[src/llcarq_pkg.sv]
// shared types and constants for the llc arq receive reassembly core
// no dependencies, compiled first
`timescale 1ns / 1ps

package llcarq_pkg;

  localparam int PEER_ENTRIES = 8;
  localparam int SLOT_W = $clog2(PEER_ENTRIES);

  localparam logic [7:0] HDR_BYTES        = 8'd3;
  localparam logic [7:0] FRAME_MAX_BYTES  = 8'd32;
  localparam logic [7:0] PAYLOAD_MAX      = FRAME_MAX_BYTES - HDR_BYTES;
  localparam logic [7:0] PACKET_MAX_BYTES = 8'd128;
  localparam logic [7:0] SEQ_IDLE         = 8'hff;
  localparam logic [1:0] NO_BIT           = 2'd3;
  localparam logic [7:0] BCAST_RESET      = 8'hff;

  localparam logic [3:0] ST_BAD_LENGTH   = 4'd0;
  localparam logic [3:0] ST_ACK_SEEN     = 4'd1;
  localparam logic [3:0] ST_UNACK_DELIV  = 4'd2;
  localparam logic [3:0] ST_UNACK_DROP   = 4'd3;
  localparam logic [3:0] ST_NEW_OOO      = 4'd4;
  localparam logic [3:0] ST_SINGLE_DELIV = 4'd5;
  localparam logic [3:0] ST_STARTED      = 4'd6;
  localparam logic [3:0] ST_APPENDED     = 4'd7;
  localparam logic [3:0] ST_COMPLETED    = 4'd8;
  localparam logic [3:0] ST_DUPLICATE    = 4'd9;
  localparam logic [3:0] ST_GAP_RESET    = 4'd10;
  localparam logic [3:0] ST_OVERFLOW     = 4'd11;
  localparam logic [3:0] ST_EMPTY_ACKED  = 4'd12;

  typedef struct packed {
    logic [7:0] frame_length;
    logic [7:0] source_address;
    logic       is_ack_frame;
    logic       ack_required;
    logic       alternating_bit;
    logic       is_final;
    logic [7:0] sequence_req;
    logic [7:0] payload_length;
  } frame_t;

  typedef struct packed {
    logic [3:0] status;
    logic       send_ack;
    logic [7:0] ack_sequence;
    logic       ack_alternating;
    logic       deliver;
    logic [7:0] deliver_length;
    logic       acknowledged_delivery;
    logic [2:0] peer_slot;
    logic       store_payload;
    logic [7:0] write_offset;
  } result_t;

  typedef struct packed {
    logic load;
    logic lookup;
    logic exec;
    logic push;
  } dp_cmd_t;

  typedef struct packed {
    logic out_free;
  } dp_status_t;

endpackage

[src/llcarq_ctrl.sv]
// controller state machine: sequences accept, peer lookup, update and hand-over
// depends on llcarq_pkg
`timescale 1ns / 1ps

module llcarq_ctrl (
  input  logic                   clk,
  input  logic                   rst,
  input  logic                   frame_valid,
  output logic                   frame_stall,
  output llcarq_pkg::dp_cmd_t    cmd,
  input  llcarq_pkg::dp_status_t sts
);
  import llcarq_pkg::*;

  typedef enum logic [1:0] {
    S_IDLE,
    S_LOOKUP,
    S_EXEC,
    S_PUSH
  } state_t;

  state_t state;

  always_comb begin
    cmd = '0;
    frame_stall = 1'b1;
    unique case (state)
      S_IDLE: begin
        frame_stall = rst;
        cmd.load = frame_valid && !rst;
      end
      S_LOOKUP: cmd.lookup = 1'b1;
      S_EXEC:   cmd.exec = 1'b1;
      S_PUSH:   cmd.push = sts.out_free;
      default:  cmd = '0;
    endcase
  end

  always_ff @(posedge clk) begin
    if (rst) begin
      state <= S_IDLE;
    end else begin
      unique case (state)
        S_IDLE:   if (frame_valid) state <= S_LOOKUP;
        S_LOOKUP: state <= S_EXEC;
        S_EXEC:   state <= S_PUSH;
        S_PUSH:   if (sts.out_free) state <= S_IDLE;
        default:  state <= S_IDLE;
      endcase
    end
  end

endmodule

[src/llcarq_dp.sv]
// datapath: frame register, peer table, victim pointer, decision logic, output register
// depends on llcarq_pkg
`timescale 1ns / 1ps

module llcarq_dp (
  input  logic                   clk,
  input  logic                   rst,
  input  logic                   cfg_we,
  input  logic [7:0]             cfg_data,
  input  llcarq_pkg::frame_t     frame,
  input  llcarq_pkg::dp_cmd_t    cmd,
  output llcarq_pkg::dp_status_t sts,
  output logic                   result_valid,
  input  logic                   result_stall,
  output llcarq_pkg::result_t    result
);
  import llcarq_pkg::*;

  logic [7:0]        bcast;
  frame_t            fr;
  logic [SLOT_W-1:0] slot;
  logic [SLOT_W-1:0] victim;
  result_t           hold;

  logic [7:0] peer_address  [PEER_ENTRIES];
  logic [1:0] peer_last_bit [PEER_ENTRIES];
  logic [7:0] peer_sequence [PEER_ENTRIES];
  logic [7:0] peer_fill     [PEER_ENTRIES];
  logic       peer_active   [PEER_ENTRIES];

  // frame classification
  logic len_bad, unacked, uses_table;

  assign len_bad = (fr.frame_length < HDR_BYTES) || (fr.frame_length > FRAME_MAX_BYTES) ||
                   (fr.payload_length > PAYLOAD_MAX);
  assign unacked = (fr.source_address == bcast) || !fr.ack_required;
  assign uses_table = !len_bad && !fr.is_ack_frame && !unacked;

  // peer search, highest index wins
  logic              hit, have_free;
  logic [SLOT_W-1:0] hit_idx, free_idx, lookup_slot;
  logic              claim;

  always_comb begin
    hit = 1'b0;
    have_free = 1'b0;
    hit_idx = '0;
    free_idx = '0;
    for (int i = 0; i < PEER_ENTRIES; i++) begin
      if (peer_address[i] == fr.source_address) begin
        hit = 1'b1;
        hit_idx = SLOT_W'(i);
      end
      if (peer_address[i] == bcast) begin
        have_free = 1'b1;
        free_idx = SLOT_W'(i);
      end
    end
    claim = !hit;
    if (hit) lookup_slot = hit_idx;
    else if (have_free) lookup_slot = free_idx;
    else lookup_slot = victim;
  end

  // decision on the selected entry
  logic [1:0] e_last, n_last;
  logic [7:0] e_seq, n_seq, e_fill, n_fill, fill_now;
  logic       e_active, n_active;
  logic [8:0] fill_sum;
  result_t    r;

  assign e_last   = peer_last_bit[slot];
  assign e_seq    = peer_sequence[slot];
  assign e_fill   = peer_fill[slot];
  assign e_active = peer_active[slot];
  assign fill_sum = {1'b0, e_fill} + {1'b0, fr.payload_length};

  always_comb begin
    r = '0;
    n_last = e_last;
    n_seq = e_seq;
    n_fill = e_fill;
    n_active = e_active;
    fill_now = e_fill;
    if (len_bad) begin
      r.status = ST_BAD_LENGTH;
    end else if (fr.is_ack_frame) begin
      r.status = ST_ACK_SEEN;
      r.ack_sequence = fr.sequence_req;
      r.ack_alternating = fr.alternating_bit;
    end else if (unacked) begin
      if ((fr.sequence_req == 8'd0) && fr.is_final) begin
        r.status = ST_UNACK_DELIV;
        r.deliver = 1'b1;
        r.deliver_length = fr.payload_length;
      end else begin
        r.status = ST_UNACK_DROP;
      end
    end else begin
      r.peer_slot = 3'(slot);
      if ({1'b0, fr.alternating_bit} != e_last) begin
        if (fr.sequence_req != 8'd0) begin
          r.status = ST_NEW_OOO;
        end else if (fr.is_final) begin
          n_seq = SEQ_IDLE;
          n_last = {1'b0, fr.alternating_bit};
          r.send_ack = 1'b1;
          if (fr.payload_length != 8'd0) begin
            r.status = ST_SINGLE_DELIV;
            r.deliver = 1'b1;
            r.deliver_length = fr.payload_length;
            r.acknowledged_delivery = 1'b1;
          end else begin
            r.status = ST_EMPTY_ACKED;
          end
        end else if (fr.payload_length > PACKET_MAX_BYTES) begin
          r.status = ST_OVERFLOW;
        end else begin
          r.status = ST_STARTED;
          n_active = 1'b1;
          n_fill = fr.payload_length;
          n_seq = 8'd0;
          n_last = {1'b0, fr.alternating_bit};
          r.store_payload = 1'b1;
          r.send_ack = 1'b1;
        end
      end else if ((fr.sequence_req != 8'd0) && (fr.sequence_req != e_seq)) begin
        if ({1'b0, fr.sequence_req} != ({1'b0, e_seq} + 9'd1)) begin
          r.status = ST_GAP_RESET;
          n_last = NO_BIT;
        end else if (fill_sum > {1'b0, PACKET_MAX_BYTES}) begin
          r.status = ST_OVERFLOW;
        end else begin
          r.status = ST_APPENDED;
          if (e_active) begin
            r.store_payload = 1'b1;
            r.write_offset = e_fill;
            fill_now = fill_sum[7:0];
            n_fill = fill_sum[7:0];
          end
          if (fr.is_final) begin
            if (fill_now != 8'd0) begin
              r.status = ST_COMPLETED;
              r.deliver = 1'b1;
              r.deliver_length = fill_now;
              r.acknowledged_delivery = 1'b1;
              n_active = 1'b0;
              n_fill = 8'd0;
            end else begin
              r.status = ST_EMPTY_ACKED;
            end
          end
          n_seq = fr.sequence_req;
          r.send_ack = 1'b1;
        end
      end else begin
        r.status = ST_DUPLICATE;
        r.send_ack = 1'b1;
      end
      if (r.send_ack) begin
        r.ack_sequence = fr.sequence_req;
        r.ack_alternating = fr.alternating_bit;
      end
    end
  end

  always_ff @(posedge clk) begin
    if (rst) begin
      bcast <= BCAST_RESET;
    end else if (cfg_we) begin
      bcast <= cfg_data;
    end
  end

  always_ff @(posedge clk) begin
    if (cmd.load) fr <= frame;
    if (cmd.lookup) slot <= lookup_slot;
    if (cmd.exec) hold <= r;
  end

  // peer table
  always_ff @(posedge clk) begin
    if (rst) begin
      victim <= SLOT_W'(PEER_ENTRIES - 1);
      for (int i = 0; i < PEER_ENTRIES; i++) begin
        peer_address[i]  <= BCAST_RESET;
        peer_last_bit[i] <= NO_BIT;
        peer_sequence[i] <= SEQ_IDLE;
        peer_fill[i]     <= 8'd0;
        peer_active[i]   <= 1'b0;
      end
    end else if (cmd.lookup && uses_table && claim) begin
      peer_address[lookup_slot]  <= fr.source_address;
      peer_last_bit[lookup_slot] <= NO_BIT;
      peer_sequence[lookup_slot] <= SEQ_IDLE;
      peer_fill[lookup_slot]     <= 8'd0;
      peer_active[lookup_slot]   <= 1'b0;
      if (!have_free) begin
        victim <= (victim == '0) ? SLOT_W'(PEER_ENTRIES - 1) : victim - 1'b1;
      end
    end else if (cmd.exec && uses_table) begin
      peer_last_bit[slot] <= n_last;
      peer_sequence[slot] <= n_seq;
      peer_fill[slot]     <= n_fill;
      peer_active[slot]   <= n_active;
    end
  end

  // output register
  assign sts.out_free = !result_valid || !result_stall;

  always_ff @(posedge clk) begin
    if (rst) begin
      result_valid <= 1'b0;
    end else if (cmd.push) begin
      result_valid <= 1'b1;
    end else if (!result_stall) begin
      result_valid <= 1'b0;
    end
  end

  always_ff @(posedge clk) begin
    if (cmd.push) result <= hold;
  end

endmodule

[src/llc_arq_receive_reassembly_core.sv]
// top level of the llc arq receive reassembly core
// depends on llcarq_pkg, llcarq_ctrl and llcarq_dp
`timescale 1ns / 1ps

// Receive side of an alternating-bit stop-and-wait link layer with an
// eight-entry peer table. One frame header word is taken at a time and gives
// exactly one result word. A frame passes through accept, peer lookup and
// entry claim, entry update with the result decision, and hand-over to the
// output register; the next frame is accepted in the cycle after hand-over.
// The lookup and update both work on the single register-based peer table.
// A result waiting in the output register does not hold up the next frame
// until its own hand-over, which waits for the output stall to drop. The
// broadcast address register is written through the cfg channel, which is
// ready whenever reset is low; write it only while no frame is in flight.

module llc_arq_receive_reassembly_core (
  input  logic                clk,
  input  logic                rst,
  input  logic                cfg_valid,
  output logic                cfg_ready,
  input  logic [7:0]          cfg_data,
  input  logic                frame_valid,
  output logic                frame_stall,
  input  llcarq_pkg::frame_t  frame,
  output logic                result_valid,
  input  logic                result_stall,
  output llcarq_pkg::result_t result
);
  import llcarq_pkg::*;

  dp_cmd_t    cmd;
  dp_status_t sts;

  assign cfg_ready = !rst;

  llcarq_ctrl u_ctrl (
    .clk         (clk),
    .rst         (rst),
    .frame_valid (frame_valid),
    .frame_stall (frame_stall),
    .cmd         (cmd),
    .sts         (sts)
  );

  llcarq_dp u_dp (
    .clk          (clk),
    .rst          (rst),
    .cfg_we       (cfg_valid & cfg_ready),
    .cfg_data     (cfg_data),
    .frame        (frame),
    .cmd          (cmd),
    .sts          (sts),
    .result_valid (result_valid),
    .result_stall (result_stall),
    .result       (result)
  );

endmodule

[config.mk]
export PLATFORM = sky130hd
export DESIGN_NAME = llc_arq_receive_reassembly_core
export DESIGN_NICKNAME = d
export VERILOG_FILES = /design/src/llcarq_pkg.sv /design/src/llcarq_ctrl.sv /design/src/llcarq_dp.sv /design/src/llc_arq_receive_reassembly_core.sv
export SDC_FILE = /design/constraint.sdc
export NUM_CORES = 1
export LEC_CHECK = 0
export BUFFER_PORTS_ARGS = -buffer_cell sky130_fd_sc_hd__buf_2
export CAP_MARGIN = 20
export CELL_PAD_IN_SITES_DETAIL_PLACEMENT = 0
export CELL_PAD_IN_SITES_GLOBAL_PLACEMENT = 1
export CORE_MARGIN = 2
export CORE_UTILIZATION = 53
export DETAILED_ROUTE_END_ITERATION = 12
export PLACE_DENSITY_LB_ADDON = 0.1
export SLEW_MARGIN = 5
export SYNTH_ARGS = -nofsm -noshare
export SYNTH_HDL_FRONTEND = slang
export SYNTH_HIERARCHICAL = 1
export SYNTH_SLANG_ARGS = --single-unit
[constraint.sdc]
create_clock -name clk -period 12.78 [get_ports clk]
set_input_delay 2.556 -clock clk [delete_from_list [all_inputs] [get_ports clk]]
set_output_delay 2.556 -clock clk [all_outputs]
set_load 0.03 [all_outputs]
==> qor.yml <==
outcome:
  outcome: "completed"
power:
  cellInternalPower_w: 0.00228
  clockPowerShare_pct: 32.3
  worst_ir_drop_vdd_v: 0.000105
  switching_part_of_the_total_power_pct: 32.1
  power.sequential.fraction_pct: 41.9
  power.leakage_nw: 6.14
  net-switching-power_w: 0.00108
  comb_power_share_pct: 25.8
  p_per_area_nw_per_um2: 169
timing:
  totalNegativeSetupSlack_ns: 0
  slew_headroom_pct: 25.6
  rsz_0062_raised_after_global_routing: "false"
  max_slew_vio_count: 0
  finClkSkew_ns: 0.0225
  worst-slew-pin-transition_ns: 1.12
  hold_viol_final: 0
  maxClockFrequency_mhz: 164
  layout_worst_path_cycle_share_pct: 47.7
  final_setup_violation_count: 0
  timing.final.crit_period_ns: 6.10
floorplanning:
  die-area_um2: 35400
  design.portCount: 88
  core_area_um2: 33400
  initial_utilization_pct: 53.7
  rows: 67
  floorplan.die.width_um: 188
  overall_die_height_um: 188
route:
  drc: 0
  detailroute.via_count: 11900
  route.detailed.wl_per_inst_um: 24.3
  routed_via_density: 6.16
  drt-pass1-iter-count: 5
  antenna_violating_nets_post_route: 0
  drt_iter0_drc: 1174
  wirelength_mm: 46.8
critical_path:
  cp_cell_sequence: "buf_2 -> buf_4 -> or3_1 -> a311o_1 -> a21o_1 -> or4b_1 -> nand2b_1"
  cp_slowest_cell: "sky130_fd_sc_hd__nand2b_1"
  worstSetupStartpointType: "input pin"
  timing.critical_path.required_ns: 12.90
  setup.worst_path.class: "input pin to register"
  critPathCaptureType: "register"
  worstPathArrival_ns: 6.23
  critPathMaxFanout: 33
  reg2reg_slack_ns: 6.77
  worst_path_largest_cell_delay_ns: 0.83
yosys:
  synth.lib_cells_used.distinct: 92
  synth_seq_area_share_pct: 56.6
  netlist_instances: 1383
  net_count_of_the_mapped_netlist: 1448
  ys_dominant_reg_cell: "sky130_fd_sc_hd__edfxtp_1"
  postSynth.asyncResetShare_pct: 0
  ys_seq_elements: 344
  synth.avg_cell_area_um2: 13.0
  synth.cell_area_um2: 18000
  synthesis.yosys.warnings: 6
  synth_edf_count: 327
clocking:
  ctsHoldBuffers: 0
  postCtsResizedCells: 0
  cts_htree_levels: 2
  clockBufferDepth: 3
  worst_skew_pair.late_latency_ns: 0.52
  cts_bufs_inserted: 39
  cts_tree: "yes"
  post_cts.repair.setup_buffers: 0
  clock_sink_count: 344
  clk_root_buffer_cell: "sky130_fd_sc_hd__clkbuf_16"
  cts.reportedPaths.clkPinSlew_ns: 0.06
cells_and_area:
  syn2layout_area_growth_pct: 10.8
  mostFrequentLayoutCells: "327 x sky130_fd_sc_hd__edfxtp_1, 116 x sky130_fd_sc_hd__xnor2_1, 88 x sky130_fd_sc_hd__buf_2"
  num_antenna_cells: 0
  final_common_cell: "sky130_fd_sc_hd__edfxtp_1"
  utilization_pct: 59.5
  final_cell_count_no_fill: 1931
  nNetsFinal: 1519
  drive_above_1_share_pct: 21.4
global_routing:
  largest_net_degree_at_the_start_of_global_routing: 66
  globalRouteTotalUtil_pct: 26.6
  grt_pass1_wl_mm: 70.6
  antenna_found_initial: 0
  grt-ovfl-total: 0
  first_global_vias: 11500
min_path:
  hold_path.class: "register to register"
place:
  dp_hpwl_mm: 32.4
  numPlacedInstances: 1859
  portBuffers: 87
  globalplace.congestion: 0.846
flow_run:
  drv_cap: 0
## routing by layer
metal,vias up,global-route usage (%),wire [µm]
li1,5417,-,-
met4,0,8.63,1420
met2,489,41.1,21400
met3,79,3.52,3300
met1,5902,39.1,20700
met5,-,0,0
## cell families (layout without fill, tap and decap cells)
group / Yosys count / in the layout / synth area share [%]
multiplexers: 79 / 79 / 7.21
adder cells (fa/ha/maj): 17 / 17 / 1.21
flip-flops: 344 / 344 / 56.6
XOR/XNOR: 153 / 153 / 7.54
buffers and inverters: 97 / 197 / 3.00
AO/OA/AOI/OAI: 235 / 235 / 10.1
AND/OR/NAND/NOR: 458 / 458 / 14.4
## cell type report
cell class                 count  area [µm²]
fill                        2690       13500
sequential                   344       10200
multi-input combinational    942        7280
clock buffer                  51        1080
timing repair buffer         104         568
tap                          448         561
clock inverter                19         171
inverter                      23        86.3
## power by group through the flow
stage / registers (W) / clock network (W) / logic [W]
final: 0.00141 / 0.00108 / 0.000867
after global routing: 0.00141 / 0.00115 / 0.000933
after CTS: 0.00141 / 0.00111 / 0.000860
after detailed placement: 0.00143 / 0 / 0.000857
after global placement: 0.00143 / 0 / 0.000850
after floorplan: 0.00141 / 0 / 0.000652
## path summary, 6_finish.rpt
kind / from / endpoint / depth (start not counted)
worst max-delay path: rst / u_dp/peer_fill[2][7]$_SDFFCE_PN0P_ / 7
worst min-delay path: u_dp/hold[8]$_SDFFCE_PP0P_ / u_dp/result[8]$_DFFE_PP_ / 0
worst max register to register: register / u_dp/peer_sequence[1][1]$_SDFFCE_PN1P_ / 13
worst min register to register: u_dp/hold[8]$_SDFFCE_PP0P_ / u_dp/result[8]$_DFFE_PP_ / 0
## registers in the layout (all words and copies together), names as in the netlist, 8 cells and up, named ones only
| name | flops |
|---|---|
| u_dp/hold | 36 |
| u_dp/peer_sequence | 64 |
| u_dp/fr | 36 |
| u_dp/bcast | 8 |
| u_dp/peer_address | 64 |
| u_dp/peer_last_bit | 16 |
| u_dp/peer_fill | 64 |
| u_dp/peer_active | 8 |
| u_dp/result | 36 |
## cell usage after synthesis (all sizes together) (33+ instances only)
| cell type | count | area [µm²] |
|---|---|---|
| nand4 | 34 | 219 |
| edfxtp | 327 | 9820 |
| o211ai | 69 | 518 |
| or2 | 38 | 238 |
| a21oi | 42 | 240 |
| xnor2 | 116 | 1020 |
| xor2 | 36 | 315 |
| nand2 | 77 | 289 |
| mux2i | 33 | 450 |
| buf | 47 | 352 |
| nor3 | 76 | 447 |
| nor2 | 75 | 287 |
| o21ai | 34 | 170 |
| nand2b | 50 | 320 |
## worst max-delay path, delay by kind of cell
kind	cells	cell delay (ns)
buf+inv	2	0.33
simple gates	3	2.24
compound gates	2	1.08
## stage by stage
step           hold WS (ns)  total power, W  cell area, µm²  worst slack [ns]
2_1_floorplan         0.400         0.00206           18000              7.38
3_3_place_gp          0.401         0.00228           18600              6.31
3_5_place_dp          0.405         0.00229           18600              6.20
4_1_cts               0.414         0.00337           19900              6.72
5_1_grt               0.422         0.00350           19900              6.46
6_report              0.415         0.00336           19900              6.68
No activity file was read; power rests on OpenSTA's default activity.
